## src/sv/tirp_pkg.sv

```systemverilog
package tirp_pkg;

  // Telnet command codes
  localparam logic [7:0] IAC_CODE  = 8'd255;
  localparam logic [7:0] DONT_CODE = 8'd254;
  localparam logic [7:0] DO_CODE   = 8'd253;
  localparam logic [7:0] WONT_CODE = 8'd252;
  localparam logic [7:0] WILL_CODE = 8'd251;
  localparam logic [7:0] SB_CODE   = 8'd250;
  localparam logic [7:0] SE_CODE   = 8'd240;

  // Accepted option reset values: echo and suppress go ahead
  localparam logic [7:0] OPT_A_RESET = 8'd1;
  localparam logic [7:0] OPT_B_RESET = 8'd3;

  // Configuration register indexes
  localparam logic CFG_OPT_A = 1'b0;
  localparam logic CFG_OPT_B = 1'b1;

  // Result kinds
  localparam logic KIND_DATA  = 1'b0;
  localparam logic KIND_REPLY = 1'b1;

  // Pending verb, stored as verb minus WILL
  typedef enum logic [1:0] {
    VERB_WILL = 2'd0,
    VERB_WONT = 2'd1,
    VERB_DO   = 2'd2,
    VERB_DONT = 2'd3
  } verb_t;

endpackage

```

## src/sv/telnet_iac_receive_parser.sv

```systemverilog
// Telnet receive parser: strips IAC command sequences from a received byte
// stream and passes clean data bytes to the host, while WILL/DO option requests
// produce a reply (DO/WILL for the two accepted options, DONT/WONT otherwise).
// One byte is accepted per cycle while the input is not stalled; a byte lands in an
// input register and its result, if any, passes into the output register once that
// register is free or its result is taken. While a result waits to be taken,
// the input register takes one more byte and then stalls the input. Bytes that
// cause no result (commands, subnegotiation content) produce nothing on the
// output. The user must write the accepted option codes through the cfg port
// (index 0 and 1) only while the block is idle; the block does not enforce this.
module telnet_iac_receive_parser
  import tirp_pkg::*;
(
  input  logic       clk,
  input  logic       rst,
  input  logic       rx_valid,
  output logic       rx_stall,
  input  logic [7:0] rx_byte,
  output logic       out_valid,
  input  logic       out_stall,
  output logic       out_kind,
  output logic [7:0] data_byte,
  output logic [7:0] reply_verb,
  output logic [7:0] reply_option,
  input  logic       cfg_valid,
  output logic       cfg_ready,
  input  logic       cfg_index,
  input  logic [7:0] cfg_data
);

  typedef enum logic [2:0] {
    PH_DATA   = 3'd0,
    PH_IAC    = 3'd1,
    PH_CMD    = 3'd2,
    PH_SUB    = 3'd3,
    PH_SUBIAC = 3'd4
  } phase_t;

  logic [7:0] opt_a;
  logic [7:0] opt_b;
  phase_t     phase;
  phase_t     phase_next;
  verb_t      pending_verb;
  verb_t      pending_verb_next;

  logic       in_full;
  logic [7:0] in_byte;
  logic       advance;

  logic       emit;
  logic       kind_next;
  logic [7:0] data_next;
  logic [7:0] verb_next;
  logic [7:0] option_next;
  logic       ok;

  assign cfg_ready = 1'b1;
  assign advance   = !out_valid || !out_stall;
  assign rx_stall  = in_full && !advance;

  always_ff @(posedge clk) begin
    if (rst) begin
      opt_a <= OPT_A_RESET;
      opt_b <= OPT_B_RESET;
    end else if (cfg_valid && cfg_ready) begin
      unique case (cfg_index)
        CFG_OPT_A: opt_a <= cfg_data;
        CFG_OPT_B: opt_b <= cfg_data;
        default:   opt_a <= opt_a;
      endcase
    end
  end

  always_ff @(posedge clk) begin
    if (rst) begin
      in_full <= 1'b0;
    end else if (!rx_stall) begin
      in_full <= rx_valid;
    end
  end

  always_ff @(posedge clk) begin
    if (rx_valid && !rx_stall) begin
      in_byte <= rx_byte;
    end
  end

  assign ok = (in_byte == opt_a) || (in_byte == opt_b);

  always_comb begin
    phase_next        = phase;
    pending_verb_next = pending_verb;
    emit              = 1'b0;
    kind_next         = KIND_DATA;
    data_next         = 8'd0;
    verb_next         = 8'd0;
    option_next       = 8'd0;
    unique case (phase)
      PH_IAC: begin
        priority if (in_byte == IAC_CODE) begin
          emit       = 1'b1;
          data_next  = in_byte;
          phase_next = PH_DATA;
        end else if (in_byte >= WILL_CODE && in_byte <= DONT_CODE) begin
          pending_verb_next = verb_t'(in_byte[1:0] - WILL_CODE[1:0]);
          phase_next        = PH_CMD;
        end else if (in_byte == SB_CODE) begin
          phase_next = PH_SUB;
        end else begin
          phase_next = PH_DATA;
        end
      end
      PH_CMD: begin
        phase_next  = PH_DATA;
        kind_next   = KIND_REPLY;
        option_next = in_byte;
        unique case (pending_verb)
          VERB_WILL: begin
            emit      = 1'b1;
            verb_next = ok ? DO_CODE : DONT_CODE;
          end
          VERB_DO: begin
            emit      = 1'b1;
            verb_next = ok ? WILL_CODE : WONT_CODE;
          end
          default: emit = 1'b0;
        endcase
      end
      PH_SUB: begin
        if (in_byte == IAC_CODE) begin
          phase_next = PH_SUBIAC;
        end
      end
      PH_SUBIAC: begin
        phase_next = (in_byte == SE_CODE) ? PH_DATA : PH_SUB;
      end
      default: begin
        if (in_byte == IAC_CODE) begin
          phase_next = PH_IAC;
        end else begin
          emit      = 1'b1;
          data_next = in_byte;
        end
      end
    endcase
  end

  always_ff @(posedge clk) begin
    if (rst) begin
      phase        <= PH_DATA;
      pending_verb <= VERB_WILL;
      out_valid    <= 1'b0;
    end else if (advance) begin
      out_valid <= in_full && emit;
      if (in_full) begin
        phase        <= phase_next;
        pending_verb <= pending_verb_next;
      end
    end
  end

  // hold result payload while stalled
  always_ff @(posedge clk) begin
    if (advance && in_full && emit) begin
      out_kind     <= kind_next;
      data_byte    <= data_next;
      reply_verb   <= verb_next;
      reply_option <= option_next;
    end
  end

  a_reply_verb: assert property (@(posedge clk) disable iff (rst)
    out_valid && out_kind == KIND_REPLY |->
      reply_verb == WILL_CODE || reply_verb == WONT_CODE ||
      reply_verb == DO_CODE || reply_verb == DONT_CODE)
    else $error("reply verb out of range");

  a_data_clean: assert property (@(posedge clk) disable iff (rst)
    out_valid && out_kind == KIND_DATA |-> reply_verb == 8'd0 && reply_option == 8'd0)
    else $error("data result carries reply fields");

  a_stall_full: assert property (@(posedge clk) disable iff (rst)
    rx_stall |-> in_full && out_valid)
    else $error("input stalled without a waiting result");

  a_reset_idle: assert property (@(posedge clk) disable iff (rst)
    $past(rst) |-> !out_valid && !in_full)
    else $error("result pending after reset");

endmodule

```

## config.mk

```make
export PLATFORM = sky130hd
export DESIGN_NAME = telnet_iac_receive_parser
export DESIGN_NICKNAME = d
export VERILOG_FILES = /design/src/sv/tirp_pkg.sv /design/src/sv/telnet_iac_receive_parser.sv
export SDC_FILE = /design/constraint.sdc
export NUM_CORES = 1
export LEC_CHECK = 0
export BUFFER_PORTS_ARGS = -buffer_cell sky130_fd_sc_hd__buf_2
export CORE_AREA = 2 2 77 79
export DETAILED_ROUTE_END_ITERATION = 10
export DIE_AREA = 0 0 79 81
export PLACE_DENSITY = 0.71
export SYNTH_ARGS = -nofsm -noshare
export SYNTH_HDL_FRONTEND = slang
export SYNTH_SLANG_ARGS = --single-unit
```

## constraint.sdc

```tcl
create_clock -name clk -period 4.8 [get_ports clk]
set_clock_uncertainty 0.15 [all_clocks]
set_input_delay 0.48 -clock clk [delete_from_list [all_inputs] [get_ports clk]]
set_output_delay 0.48 -clock clk [all_outputs]
set_load 0.02 [all_outputs]
```

==> flow_summary.yaml <==
placement:
  place.gp.congestion: 0.760
  dp_hpwl_um: 3410
  place.detailed.instances: 334
  number_of_input_and_output_port_buffers_inserted: 48
  pre_cts_setup_slack_ns: 2.18
die:
  die_width_um: 79
  boundaryPins: 50
  die_area_um2: 6400
  die_h_um: 81
  design.core.area_um2: 5680
  floorplan.initialDensity_pct: 43.1
  floorplan.rows: 28
final_layout:
  n_antenna_cell: 0
  mostFrequentLayoutCell: "buf_2"
  mostFrequentLayoutCells: "buf_2, nand2_1, edfxtp_1, dfxtp_1"
  layout-drive-gt1-share_pct: 25.8
  fin_cells: 342
  final_net_count: 291
  flow.area_growth_from_synthesis_pct: 12.8
  register_area_um2: 1330
  fill_cells: 569
  final_core_util_pct: 48.6
  multi_input_area_um2: 978
sta:
  setup_slack_ns: 2.19
  timing.setup.tns_ns: 0
  timing.fmax_ghz: 0.383
  setup_repair_after_global_routing_missed_its_margin: "false"
  slew-limit-headroom_pct: 43.8
  timing.final.crit_period_ns: 2.61
  final_hold_viol_count: 0
  ratio_of_final_minimum_period_to_clock_period_pct: 54.3
  final-max-slew-violation-count: 0
  total_of_endpoints_with_negative_setup_slack_in_the_final_report: 0
  worstMarginPinSlew_ns: 0.843
outcome:
  status: "finished clean"
worst_hold_path:
  class_of_the_most_critical_hold_timing_path: "input pin to flip-flop"
critical_path:
  startpoint_class_of_the_critical_path: "flip-flop"
  crit_path_end_kind: "flip-flop"
  criticalPathCategory: "flip-flop to flip-flop"
  cp.arrival_ns: 2.39
  timing.critical_path.fanout_max: 21
  critPathRequiredTime_ns: 4.58
route:
  route.vias.total: 1671
  drc_errors: 0
  routed_wire_length_per_instance_um: 13.1
  avgViaCountPerCell: 4.89
  antenna_violating_nets_post_route: 0
  routed_wl_um: 4490
  router_iterations_before_antenna_repair: 4
  drtIter0Drc: 76
power:
  cellPowerDensity_nw_per_um2: 303
  cellLeakagePower_nw: 1.13
  cell_internal_pwr_uw: 638
  vdd_drop_max_uv: 128
  power.switching_uw: 198
  netSwitchingFraction_pct: 23.7
  share_clk_of_total_power_pct: 30.2
  part_of_the_total_power_dissipated_in_sequential_elements_pct: 60.5
  p_comb_share_pct: 9.3
  p_total_uw: 836
synthesis:
  post_synth_num_cell_types: 48
  synth_sequential_area_ratio_pct: 54.4
  synthesis.nets: 252
  syn-cell-area_um2: 2450
  synth_warn: 0
  asyncSetResetFlopFracSynth_pct: 0
  ys_dominant_reg_cell: "edfxtp_1"
  netlist_instances: 227
  ys_ff_latch: 52
  syn_area_per_cell_um2: 10.8
  number_of_enable_type_register_cells_in_the_synthesized_netlist: 29
cts:
  cts_tree: "built"
  hold_fix_buffers_cts: 0
  post_cts.resized_instances: 0
  clock_sinks: 52
  clkLatencyLatePin_ns: 0.30
  cts_inserted_buffers: 5
  worst_setup_hold_path_clk_slew_ns: 0.09
  post_cts_buffers: 0
  number_of_h_tree_levels: 2
  clock-root-buffer: "clkbuf_8"
  ctsLongestPathBuffers: 2
job:
  cap_viol_max_count: 0
global_route:
  grt_start_max_net_pins: 28
  initial_antenna_violation_count: 0
  overall_fraction_of_global_route_tracks_in_use_pct: 15.2
  congestion_overflow_gr: 0
  first_global_vias: 1556
  grt_pass1_wl_um: 7380
[cells by family after synthesis]
logic type | Yosys count | share of synthesized area (%)
and+or+nand+nor | 93 | 20.4
other | 1 | 0.153
muxes | 5 | 2.30
AOI/OAI and AO/OA | 34 | 9.51
xor gates and xnor gates | 17 | 6.08
DFF | 52 | 54.4
adders and majority gates | 3 | 1.53
buffers and inverters | 22 | 5.62
[worst paths after layout]
kind,start,end,slack [ns],cells past startpoint
min reg2reg,opt_b[4],opt_b[4],0.32,2
max reg2reg,in_byte[1],data_byte[3],2.19,4
max,in_byte[1],data_byte[3],2.19,4
min,rx_byte[1],in_byte[1],0.20,1
[power by group through the flow]
stage	Clock (mW)	Combinational [mW]	Sequential, mW
floorplan	0	0.0486	0.520
global placement	0	0.0789	0.515
detailed placement	0	0.0783	0.517
CTS	0.260	0.0786	0.506
global route	0.277	0.0872	0.509
finish	0.252	0.0778	0.506
[cell type report]
cell class / instances / share of cell area [%]
flip-flops and latches: 52 / 48.2
clock buffers: 7 / 3.13
inverters: 6 / 0.816
multi-input cells: 153 / 35.4
clock inverters: 1 / 0.272
well taps: 75 / 3.40
repair buffers: 48 / 8.70
[synthesized netlist by cell type (2+ instances only)]
| library cell | number | share of area, % |
|---|---|---|
| a31oi_1 | 4 | 1.0 |
| edfxtp_1 | 29 | 36 |
| o21ai_0 | 2 | 0.41 |
| o21a_1 | 2 | 0.61 |
| and2_1 | 15 | 3.8 |
| and2_2 | 2 | 0.61 |
| buf_6 | 2 | 0.92 |
| inv_1 | 6 | 0.92 |
| nand3b_1 | 3 | 0.92 |
| buf_4 | 8 | 2.5 |
| a21oi_1 | 16 | 3.3 |
| dfxtp_1 | 23 | 19 |
| nor2b_1 | 4 | 1.0 |
| nor4_1 | 4 | 1.0 |
| nand2b_1 | 6 | 1.5 |
| nor2_1 | 7 | 1.1 |
| clkbuf_1 | 5 | 0.77 |
| nand2_1 | 40 | 6.1 |
| xor2_1 | 16 | 5.7 |
| ha_1 | 3 | 1.5 |
| mux2i_1 | 3 | 1.2 |
[worst max-delay path, cell delays in order, from the launching register on]
cell	delay (ns)
edfxtp_1	0.53
ha_1	0.36
nand4_4	0.19
mux2_4	0.30
o21ba_1	0.71
[per-layer routing]
layer  vias to the layer above  wire length (um)  GRT usage [%]
met3                        10               246           3.44
met2                        49              2040           24.3
met5                         -                 0              0
met4                         0               101           7.07
met1                       762              2100           19.8
li1                        850                 -              -
[registers in the layout, summed over array words and instances (netlist names)]
name,count
reply_option,8
in_full,1
out_valid,1
opt_b,8
phase,3
out_kind,1
data_byte,8
opt_a,8
in_byte,8
pending_verb,2
reply_verb,4
[through the flow]
step / hold slack (ns) / instance area, um^2
after floorplan: 0.297 / 2450
after global placement: 0.312 / 2670
after detailed placement: 0.316 / 2670
after CTS: 0.187 / 2760
after global routing: 0.181 / 2760
final: 0.198 / 2760
Power figures use the tool's default switching activity.
